===== config.mk =====
export PLATFORM = sky130hd
export DESIGN_NAME = second_chance_page_replacement_core_flat
export DESIGN_NICKNAME = d
export VERILOG_FILES = /design/src/sv/scpr_pkg.sv /design/src/sv/scpr_if.sv /design/src/sv/scpr_ram.sv /design/src/sv/second_chance_page_replacement_core.sv /design/src/flat_wrapper.sv
export SDC_FILE = /design/constraint.sdc
export NUM_CORES = 1
export LEC_CHECK = 0
export ABC_AREA = 1
export ABC_CLOCK_PERIOD_IN_PS = 7920
export BUFFER_PORTS_ARGS = -buffer_cell sky130_fd_sc_hd__buf_4
export CELL_PAD_IN_SITES_DETAIL_PLACEMENT = 2
export CELL_PAD_IN_SITES_GLOBAL_PLACEMENT = 2
export CORE_MARGIN = 4
export CORE_UTILIZATION = 45
export CTS_BUF_LIST = sky130_fd_sc_hd__clkbuf_2 sky130_fd_sc_hd__clkbuf_4 sky130_fd_sc_hd__clkbuf_8
export CTS_CLUSTER_SIZE = 10
export DETAILED_ROUTE_END_ITERATION = 10
export GPL_TIMING_DRIVEN = 0
export PLACE_DENSITY_LB_ADDON = 0.2
export SLEW_MARGIN = 0
export SYNTH_ARGS = -nofsm -noshare
export SYNTH_HDL_FRONTEND = slang
export SYNTH_SLANG_ARGS = --single-unit

===== constraint.sdc =====
create_clock -name clk_i -period 7.92 [get_ports clk_i]
set_input_delay 0.792 -clock clk_i [delete_from_list [all_inputs] [get_ports clk_i]]
set_output_delay 0.792 -clock clk_i [all_outputs]
set_load 0.02 [all_outputs]

===== src/sv/scpr_pkg.sv =====
`default_nettype none
package scpr_pkg;

  // Port field widths.
  localparam int unsigned PAGE_W     = 16;
  localparam int unsigned FRAME_W    = 4;
  localparam int unsigned COUNT_W    = 32;
  localparam int unsigned CFG_W      = 5;

  // Defaults for the top-level parameters.
  localparam int unsigned MAX_FRAMES_DEFAULT = 16;
  localparam int unsigned PAGE_BITS_DEFAULT  = 16;

  // Reset value of the managed frame count register.
  localparam logic [CFG_W-1:0] FRAMES_RESET = 5'd16;

endpackage
`default_nettype wire


===== src/sv/scpr_if.sv =====
`default_nettype none
// Reference request channel.
interface scpr_in_if;
  logic                        valid;
  logic                        ready;
  logic [scpr_pkg::PAGE_W-1:0] page;

  modport source (output valid, output page, input ready);
  modport sink   (input valid, input page, output ready);
endinterface

// Result channel.
interface scpr_out_if;
  logic                         valid;
  logic                         ready;
  logic                         hit;
  logic                         replaced;
  logic [scpr_pkg::PAGE_W-1:0]  victim_page;
  logic [scpr_pkg::FRAME_W-1:0] frame_index;
  logic [scpr_pkg::COUNT_W-1:0] replacement_count;

  modport source (output valid, output hit, output replaced, output victim_page,
                  output frame_index, output replacement_count, input ready);
  modport sink   (input valid, input hit, input replaced, input victim_page,
                  input frame_index, input replacement_count, output ready);
endinterface
`default_nettype wire


===== src/sv/scpr_ram.sv =====
`default_nettype none
// Simple dual-port RAM: one write port, one read port with registered data.
module scpr_ram #(
  parameter int unsigned WIDTH = 16,
  parameter int unsigned DEPTH = 16
) (
  input  wire logic                     clk_i,
  input  wire logic                     we_i,
  input  wire logic [$clog2(DEPTH)-1:0] waddr_i,
  input  wire logic [WIDTH-1:0]         wdata_i,
  input  wire logic [$clog2(DEPTH)-1:0] raddr_i,
  output logic      [WIDTH-1:0]         rdata_o
);

  logic [WIDTH-1:0] mem_q [DEPTH];

  always_ff @(posedge clk_i) begin
    if (we_i) begin
      mem_q[waddr_i] <= wdata_i;
    end
    rdata_o <= mem_q[raddr_i];
  end

endmodule
`default_nettype wire


===== src/sv/second_chance_page_replacement_core.sv =====
// Second-chance (clock) page replacement engine. Each transfer on the input
// channel carries one page reference and produces exactly one transfer on the
// output channel: hit, replaced, the evicted page, the frame now holding the
// page and the saturating replacement count. Resident page numbers live in a
// single synchronous RAM; reference bits, the clock hand and the fill count
// are flip-flops. One reference is handled at a time. A lookup streams the
// resident frames out of the RAM, one per cycle, and stops at the first hit.
// A miss with every frame in use then walks the hand over the reference
// bits, one frame per cycle and at most n + 1 frames, where n is the
// managed frame count, and then reads the victim and writes the new page.
// A new reference is taken while the previous result still waits at the
// output. Writing the frame count register flushes all frames (fill count,
// hand and reference bits) but keeps the replacement count; it must only be
// written while the block is idle. No clearing pass is needed after reset.
`default_nettype none
module second_chance_page_replacement_core #(
  parameter int unsigned MAX_FRAMES = scpr_pkg::MAX_FRAMES_DEFAULT,
  parameter int unsigned PAGE_BITS  = scpr_pkg::PAGE_BITS_DEFAULT
) (
  input  wire logic                        clk_i,
  input  wire logic                        rst_ni,
  input  wire logic                        cfg_we_i,
  input  wire logic [scpr_pkg::CFG_W-1:0]  cfg_wdata_i,
  scpr_in_if.sink                          in_if,
  scpr_out_if.source                       out_if
);

  localparam int unsigned IDX_W = $clog2(MAX_FRAMES);
  localparam int unsigned CNT_W = $clog2(MAX_FRAMES + 1);

  // Sequencer states.
  localparam logic [2:0] ST_IDLE  = 3'd0;
  localparam logic [2:0] ST_SCAN  = 3'd1;
  localparam logic [2:0] ST_SWEEP = 3'd2;
  localparam logic [2:0] ST_VRD   = 3'd3;
  localparam logic [2:0] ST_VWR   = 3'd4;
  localparam logic [2:0] ST_FIN   = 3'd5;

  logic [2:0]                      state_q;
  logic [scpr_pkg::CFG_W-1:0]      cfg_q;
  logic [MAX_FRAMES-1:0]           ref_q;
  logic [IDX_W-1:0]                hand_q;
  logic [CNT_W-1:0]                filled_q;
  logic [scpr_pkg::COUNT_W-1:0]    count_q;

  // Per-reference working registers.
  logic [PAGE_BITS-1:0]            page_q;
  logic [CNT_W-1:0]                resident_q;
  logic [CNT_W-1:0]                issue_q;
  logic                            cmp_pend_q;
  logic [IDX_W-1:0]                cmp_idx_q;
  logic [IDX_W-1:0]                h_q;
  logic                            res_hit_q;
  logic                            res_rep_q;
  logic [PAGE_BITS-1:0]            res_victim_q;
  logic [IDX_W-1:0]                res_frame_q;

  // Output register.
  logic                            out_valid_q;
  logic                            out_hit_q;
  logic                            out_rep_q;
  logic [scpr_pkg::PAGE_W-1:0]     out_victim_q;
  logic [scpr_pkg::FRAME_W-1:0]    out_frame_q;
  logic [scpr_pkg::COUNT_W-1:0]    out_count_q;

  logic [CNT_W-1:0]                n_frames;
  logic [CNT_W-1:0]                resident;
  logic [IDX_W-1:0]                hand_start;
  logic [IDX_W-1:0]                h_next;
  logic                            issuing;
  logic                            match;
  logic                            scan_done;
  logic                            in_xfer;

  logic                            ram_we;
  logic [IDX_W-1:0]                ram_waddr;
  logic [IDX_W-1:0]                ram_raddr;
  logic [PAGE_BITS-1:0]            ram_rdata;

  // A frame count of zero acts as one, any count above the frame parameter as the maximum.
  always_comb begin
    if (cfg_q == '0) begin
      n_frames = CNT_W'(1);
    end else if (32'(cfg_q) > 32'(MAX_FRAMES)) begin
      n_frames = CNT_W'(MAX_FRAMES);
    end else begin
      n_frames = CNT_W'(cfg_q);
    end
  end

  assign resident   = (filled_q < n_frames) ? filled_q : n_frames;
  assign hand_start = (CNT_W'(hand_q) < n_frames) ? hand_q : '0;
  assign h_next     = ((CNT_W'(h_q) + CNT_W'(1)) == n_frames) ? '0 : h_q + IDX_W'(1);

  // The scan issues one RAM read per cycle and compares the returned data in the cycle after the read.
  assign issuing   = issue_q < resident_q;
  assign match     = cmp_pend_q && (ram_rdata == page_q);
  assign scan_done = !issuing && !cmp_pend_q;

  assign in_if.ready = (state_q == ST_IDLE);
  assign in_xfer     = in_if.valid && in_if.ready;

  always_comb begin
    ram_we    = 1'b0;
    ram_waddr = h_q;
    ram_raddr = issue_q[IDX_W-1:0];
    case (state_q)
      ST_SCAN: begin
        if (!match && scan_done && (resident_q < n_frames)) begin
          ram_we    = 1'b1;
          ram_waddr = resident_q[IDX_W-1:0];
        end
      end
      ST_VRD: begin
        ram_raddr = h_q;
      end
      ST_VWR: begin
        ram_we = 1'b1;
      end
      default: begin
      end
    endcase
  end

  scpr_ram #(
    .WIDTH (PAGE_BITS),
    .DEPTH (MAX_FRAMES)
  ) u_page_ram (
    .clk_i   (clk_i),
    .we_i    (ram_we),
    .waddr_i (ram_waddr),
    .wdata_i (page_q),
    .raddr_i (ram_raddr),
    .rdata_o (ram_rdata)
  );

  // Control and frame state.
  always_ff @(posedge clk_i or negedge rst_ni) begin
    if (!rst_ni) begin
      state_q     <= ST_IDLE;
      cfg_q       <= scpr_pkg::FRAMES_RESET;
      ref_q       <= '0;
      hand_q      <= '0;
      filled_q    <= '0;
      count_q     <= '0;
      cmp_pend_q  <= 1'b0;
      out_valid_q <= 1'b0;
      out_count_q <= '0;
    end else begin
      if (out_valid_q && out_if.ready) begin
        out_valid_q <= 1'b0;
      end
      if (cfg_we_i) begin
        // A write flushes every frame; the replacement count survives.
        cfg_q    <= cfg_wdata_i;
        ref_q    <= '0;
        hand_q   <= '0;
        filled_q <= '0;
      end
      case (state_q)
        ST_IDLE: begin
          cmp_pend_q <= 1'b0;
          if (in_xfer) begin
            state_q <= ST_SCAN;
          end
        end
        ST_SCAN: begin
          cmp_pend_q <= issuing && !match;
          if (match) begin
            ref_q[cmp_idx_q] <= 1'b1;
            state_q          <= ST_FIN;
          end else if (scan_done) begin
            if (resident_q < n_frames) begin
              ref_q[resident_q[IDX_W-1:0]] <= 1'b0;
              filled_q                     <= resident_q + CNT_W'(1);
              state_q                      <= ST_FIN;
            end else begin
              state_q <= ST_SWEEP;
            end
          end
        end
        ST_SWEEP: begin
          // Give each referenced frame its second chance on the way past.
          if (ref_q[h_q]) begin
            ref_q[h_q] <= 1'b0;
          end else begin
            state_q <= ST_VRD;
          end
        end
        ST_VRD: begin
          state_q <= ST_VWR;
        end
        ST_VWR: begin
          ref_q[h_q] <= 1'b0;
          hand_q     <= h_next;
          if (count_q != '1) begin
            count_q <= count_q + scpr_pkg::COUNT_W'(1);
          end
          state_q <= ST_FIN;
        end
        ST_FIN: begin
          if (!out_valid_q || out_if.ready) begin
            // The count is captured with the result so that a later
            // reference cannot change it while the result waits.
            out_valid_q <= 1'b1;
            out_count_q <= count_q;
            state_q     <= ST_IDLE;
          end
        end
        default: begin
          state_q <= ST_IDLE;
        end
      endcase
    end
  end

  // Working payload registers.
  always_ff @(posedge clk_i) begin
    case (state_q)
      ST_IDLE: begin
        page_q     <= PAGE_BITS'(in_if.page);
        resident_q <= resident;
        issue_q    <= '0;
      end
      ST_SCAN: begin
        if (issuing) begin
          issue_q <= issue_q + CNT_W'(1);
        end
        cmp_idx_q <= issue_q[IDX_W-1:0];
        h_q       <= hand_start;
        if (match) begin
          res_hit_q    <= 1'b1;
          res_rep_q    <= 1'b0;
          res_victim_q <= '0;
          res_frame_q  <= cmp_idx_q;
        end else if (scan_done) begin
          res_hit_q    <= 1'b0;
          res_rep_q    <= 1'b0;
          res_victim_q <= '0;
          res_frame_q  <= resident_q[IDX_W-1:0];
        end
      end
      ST_SWEEP: begin
        if (ref_q[h_q]) begin
          h_q <= h_next;
        end
      end
      ST_VWR: begin
        res_hit_q    <= 1'b0;
        res_rep_q    <= 1'b1;
        res_victim_q <= ram_rdata;
        res_frame_q  <= h_q;
      end
      ST_FIN: begin
        if (!out_valid_q || out_if.ready) begin
          out_hit_q    <= res_hit_q;
          out_rep_q    <= res_rep_q;
          out_victim_q <= scpr_pkg::PAGE_W'(res_victim_q);
          out_frame_q  <= scpr_pkg::FRAME_W'(res_frame_q);
        end
      end
      default: begin
      end
    endcase
  end

  assign out_if.valid             = out_valid_q;
  assign out_if.hit               = out_hit_q;
  assign out_if.replaced          = out_rep_q;
  assign out_if.victim_page       = out_victim_q;
  assign out_if.frame_index       = out_frame_q;
  assign out_if.replacement_count = out_count_q;

endmodule
`default_nettype wire


===== src/flat_wrapper.sv =====
// flat-port wrapper written by rule: the top's interface ports become plain ports
module second_chance_page_replacement_core_flat 
#(
  parameter int unsigned MAX_FRAMES = scpr_pkg::MAX_FRAMES_DEFAULT,
  parameter int unsigned PAGE_BITS  = scpr_pkg::PAGE_BITS_DEFAULT
)
  (clk_i, rst_ni, cfg_we_i, cfg_wdata_i, in_if_valid, in_if_page, in_if_ready, out_if_valid, out_if_hit, out_if_replaced, out_if_victim_page, out_if_frame_index, out_if_replacement_count, out_if_ready);
  scpr_in_if in_if_i ();
  scpr_out_if out_if_i ();
  input  wire logic clk_i;
  input  wire logic rst_ni;
  input  wire logic cfg_we_i;
  input  wire logic [scpr_pkg::CFG_W-1:0] cfg_wdata_i;
  input wire logic [$bits(in_if_i.valid)-1:0] in_if_valid;
  input wire logic [$bits(in_if_i.page)-1:0] in_if_page;
  output wire logic [$bits(in_if_i.ready)-1:0] in_if_ready;
  output wire logic [$bits(out_if_i.valid)-1:0] out_if_valid;
  output wire logic [$bits(out_if_i.hit)-1:0] out_if_hit;
  output wire logic [$bits(out_if_i.replaced)-1:0] out_if_replaced;
  output wire logic [$bits(out_if_i.victim_page)-1:0] out_if_victim_page;
  output wire logic [$bits(out_if_i.frame_index)-1:0] out_if_frame_index;
  output wire logic [$bits(out_if_i.replacement_count)-1:0] out_if_replacement_count;
  input wire logic [$bits(out_if_i.ready)-1:0] out_if_ready;
  assign in_if_i.valid = in_if_valid;
  assign in_if_i.page = in_if_page;
  assign in_if_ready = in_if_i.ready;
  assign out_if_valid = out_if_i.valid;
  assign out_if_hit = out_if_i.hit;
  assign out_if_replaced = out_if_i.replaced;
  assign out_if_victim_page = out_if_i.victim_page;
  assign out_if_frame_index = out_if_i.frame_index;
  assign out_if_replacement_count = out_if_i.replacement_count;
  assign out_if_i.ready = out_if_ready;
  second_chance_page_replacement_core #(.MAX_FRAMES(MAX_FRAMES), .PAGE_BITS(PAGE_BITS)) u_core (.clk_i(clk_i), .rst_ni(rst_ni), .cfg_we_i(cfg_we_i), .cfg_wdata_i(cfg_wdata_i), .in_if(in_if_i), .out_if(out_if_i));
endmodule

==> flow_summary.yaml <==
cells_and_area:
  final_util: 0.5273
  nets: 2224
  drive_gt1_frac: 0.1446
  syn2layout_area_growth_pct: 15.67
  diodes: 0
  layout_common_cells: "367 x nand2_1, 334 x edfxtp_1, 256 x nor2_1, 188 x inv_1, 188 x nand3_1"
  layout_commonest_cell: "nand2_1"
pwr:
  internal_power_w: 0.005315
  power_frac_seq: 0.370
  power_frac_clock: 0.234
  power_density_mw_per_mm2: 414.9
  p_sw_frac: 0.4519
  p_comb_frac: 0.396
  netSwitchingPower_w: 0.004382
  cellLeakagePower_nw: 9.492
  ir_worst_vdd_v: 0.0002508
drt:
  viasPerCell: 5.979
  routed_wl_mm: 84.25
  postRouteAntennaNets: 0
  drt_iter0_markers: 1591
  route.vias.total: 16890
  drt-pass1-iter-count: 5
  avgRoutedWirePerCell_um: 29.82
  route.detailed.drc: 0
synthesis:
  ys_warn_count: 0
  postSynthAreaPerCell_um2: 10.09
  synth_async_sr_flop_share: 0.2205
  yosysTopAreaCell: "edfxtp_1"
  synth_nets: 2053
  synth_top_area_share: 0.4964
  synth_cell_types: 39
  synth_edf_count: 334
  ys_seq_elements: 449
  synthesis.area_mm2: 0.02020
  ys_seq_area_frac: 0.6350
  synth_cells: 2002
  ys.flop_type: "edfxtp_1"
  synth_area_leaders: "edfxtp_1 50%, dfrtp_1 12%, nand2_1 6.8%, nor2_1 5.1%, nand3_1 4.7%"
clock_network:
  cts_tree: "yes"
  numCtsBuffers: 78
  cts_setup_buffers: 0
  cts_hold_buf: 0
  worstSkewPairLatency_ns: 0.69
  cts_sinks: 449
  clkSlewWorstSetupHoldPaths_ns: 0.07
  cts_resized: 0
  h-tree-depth: 3
  clk_path_buf_depth: 3
  clock-root-buffer: "clkbuf_8"
timing:
  slew_headroom: 0.2130
  max_clock_freq_mhz: 230.6
  setup_ws_ns: 3.584
  period_minus_slack_ns: 4.336
  tns_ns: 0
  hold_violations: 0
  rsz0062_at_grt: "no"
  slew_viol_final: 0
  setup_violations: 0
  fin_skew_ns: 0.04520
  finalCritPeriodShare: 0.5475
  tightest_slew_ns: 1.179
hold_path:
  worst_hold_path_type: "input port to asynchronous set/reset pin"
place:
  place.gp.congestion: 0.8740
  hpwl_mm: 53.36
  io_buffer_count: 80
  dp_slack_ns: 3.912
grt:
  grt_max_degree: 100
  grt_pass1_wl_mm: 123.6
  gr-total-overflow: 0
  grt_util_all_layers: 0.3473
  grt_pass1_vias: 19165
  antenna_found_initial: 7
worst_setup_path:
  cp.depth: 13
  critPathBufInv: 2
  cpMaxStageDelayCell: "nor2_2"
  critPathLaunchType: "flop"
  critPathKind: "flop to flop"
  required_ns: 8.19
  crit_path_end_kind: "flop"
  cp_top_family: "simple AND/OR/NAND/NOR gates"
  crit_top_cell: "nand2_1"
  cp_cell_sequence: "clkbuf_1, inv_1, ha_1, nand2_1, nand2_1, nand2_1, nand2_1, o21ai_0, nor2_2, nand3_1, nand2_1, nand3_1, nor2_2"
  r2r_cells: 13
  max_stage_delay_ns: 0.97
  cp_data_arrival_time_ns: 4.61
  critPathMaxFanout: 16
die:
  start_util: 0.4559
  die_width_um: 219.9
  ios: 82
  core.rowCount: 77
  dieArea_mm2: 0.04835
  die_h_um: 219.9
  core_mm2: 0.04432
status:
  status: "complete, no violations"
run:
  cap_violations: 0
==> per-layer routing <==
layer / track usage / up-vias / wire length, um
met3: 0.08232 / 301 / 6292
met5: 0 / - / 55
li1: - / 7143 / -
met4: 0.1696 / 8 / 4431
met2: 0.5931 / 821 / 41440
met1: 0.4128 / 8617 / 32030
==> flip-flops by register name, summed over array words and instances, names as in the netlist, 3 cells and up <==
| name | cells |
|---|---|
| u_core.u_page_ram.mem_q | 256 |
| u_core.filled_q | 5 |
| u_core.hand_q | 4 |
| u_core.out_if.frame_index | 4 |
| u_core.res_frame_q | 4 |
| u_core.cmp_idx_q | 4 |
| u_core.h_q | 4 |
| u_core.out_if.replacement_count | 32 |
| u_core.ref_q | 16 |
| u_core.count_q | 32 |
| u_core.u_page_ram.rdata_o | 16 |
| u_core.state_q | 3 |
| u_core.issue_q | 5 |
| u_core.res_victim_q | 16 |
| u_core.page_q | 16 |
| u_core.out_if.victim_page | 16 |
| u_core.resident_q | 5 |
| u_core.cfg_q | 5 |
==> path summary, 6_finish.rpt <==
check / startpoint / end / slack (ns)
hold reg to reg: u_core.res_frame_q[2]$_DFFE_PP_ / u_core.out_if.frame_index[2]$_DFFE_PP_ / 0.44
setup reg to reg: u_core.resident_q[2]$_DFFE_PP_ / u_core.u_page_ram.mem_q[5][11]$_DFFE_PP_ / 3.58
max in group asynchronous: rst_ni / u_core.cfg_q[4]$_DFFE_PN1P_ / 7.18
hold / removal: rst_ni / u_core.count_q[3]$_DFFE_PN0P_ / 0.01
setup / recovery: u_core.resident_q[2]$_DFFE_PP_ / u_core.u_page_ram.mem_q[5][11]$_DFFE_PP_ / 3.58
min in group clk_i: in_if_page[13] / u_core.page_q[13]$_DFFE_PP_ / 0.30
==> logic make-up (layout without fill, tap and decap cells) <==
| logic type | count (synthesis) | after routing | share of synthesized area |
|---|---|---|---|
| AO/OA/AOI/OAI | 307 | 307 | 0.08373 |
| XOR/XNOR | 45 | 45 | 0.01951 |
| adder cells (fa/ha/maj) | 25 | 25 | 0.01548 |
| buffers and inverters | 279 | 510 | 0.05871 |
| flip-flops | 449 | 449 | 0.6350 |
| AND/OR/NAND/NOR | 897 | 897 | 0.1876 |
==> layout make-up <==
cell class              instances  area, um^2
fillers                      4606       20950
repair buffers                 91       782.0
multi-input cells            1274        6235
plain buffers                  82       446.7
clock buffers                 112        1416
flip-flops and latches        449       12830
well taps                     592       740.7
inverters                     197       739.5
clock inverters                28       181.4
==> power by group through the flow <==
stage / Sequential [W] / Combinational [W] / Clock, W
after floorplan: 0.00340 / 0.00209 / 0
after global placement: 0.00354 / 0.00319 / 0
after detailed placement: 0.00360 / 0.00355 / 0
after CTS: 0.00357 / 0.00375 / 0.00229
after global routing: 0.00361 / 0.00409 / 0.00239
final: 0.00359 / 0.00384 / 0.00227
==> metrics by stage <==
| step | instance area [um^2] | hold WS, ns | cells | power, W |
|---|---|---|---|---|
| after detailed placement | 21740 | 0.4070 | 2684 | 0.007156 |
| final | 23370 | 0.01246 | 2825 | 0.009696 |
| after global routing | 23370 | 0.001710 | 2825 | 0.01009 |
| after floorplan | 20200 | 0.4003 | 2002 | 0.005490 |
| after global placement | 21540 | 0.4057 | 2674 | 0.006737 |
| after CTS | 23340 | 0.2608 | 2824 | 0.009614 |
==> synth_stat cells, types with 5 or more instances <==
cell type,count
nor2_1,273
inv_2,9
buf_6,9
clkbuf_1,19
o21bai_1,28
xnor2_1,6
o211ai_1,16
buf_1,5
nor4_1,7
buf_2,45
nand2_1,367
xor2_1,39
o21ai_2,7
edfxtp_1,334
ha_1,25
nand3_1,188
dfrtp_1,98
o21ai_0,143
nand4_1,26
a21oi_1,19
nor2_2,5
dfxtp_1,16
o21ai_1,88
nor3_1,21
inv_1,188
Power figures use the tool's default switching activity.
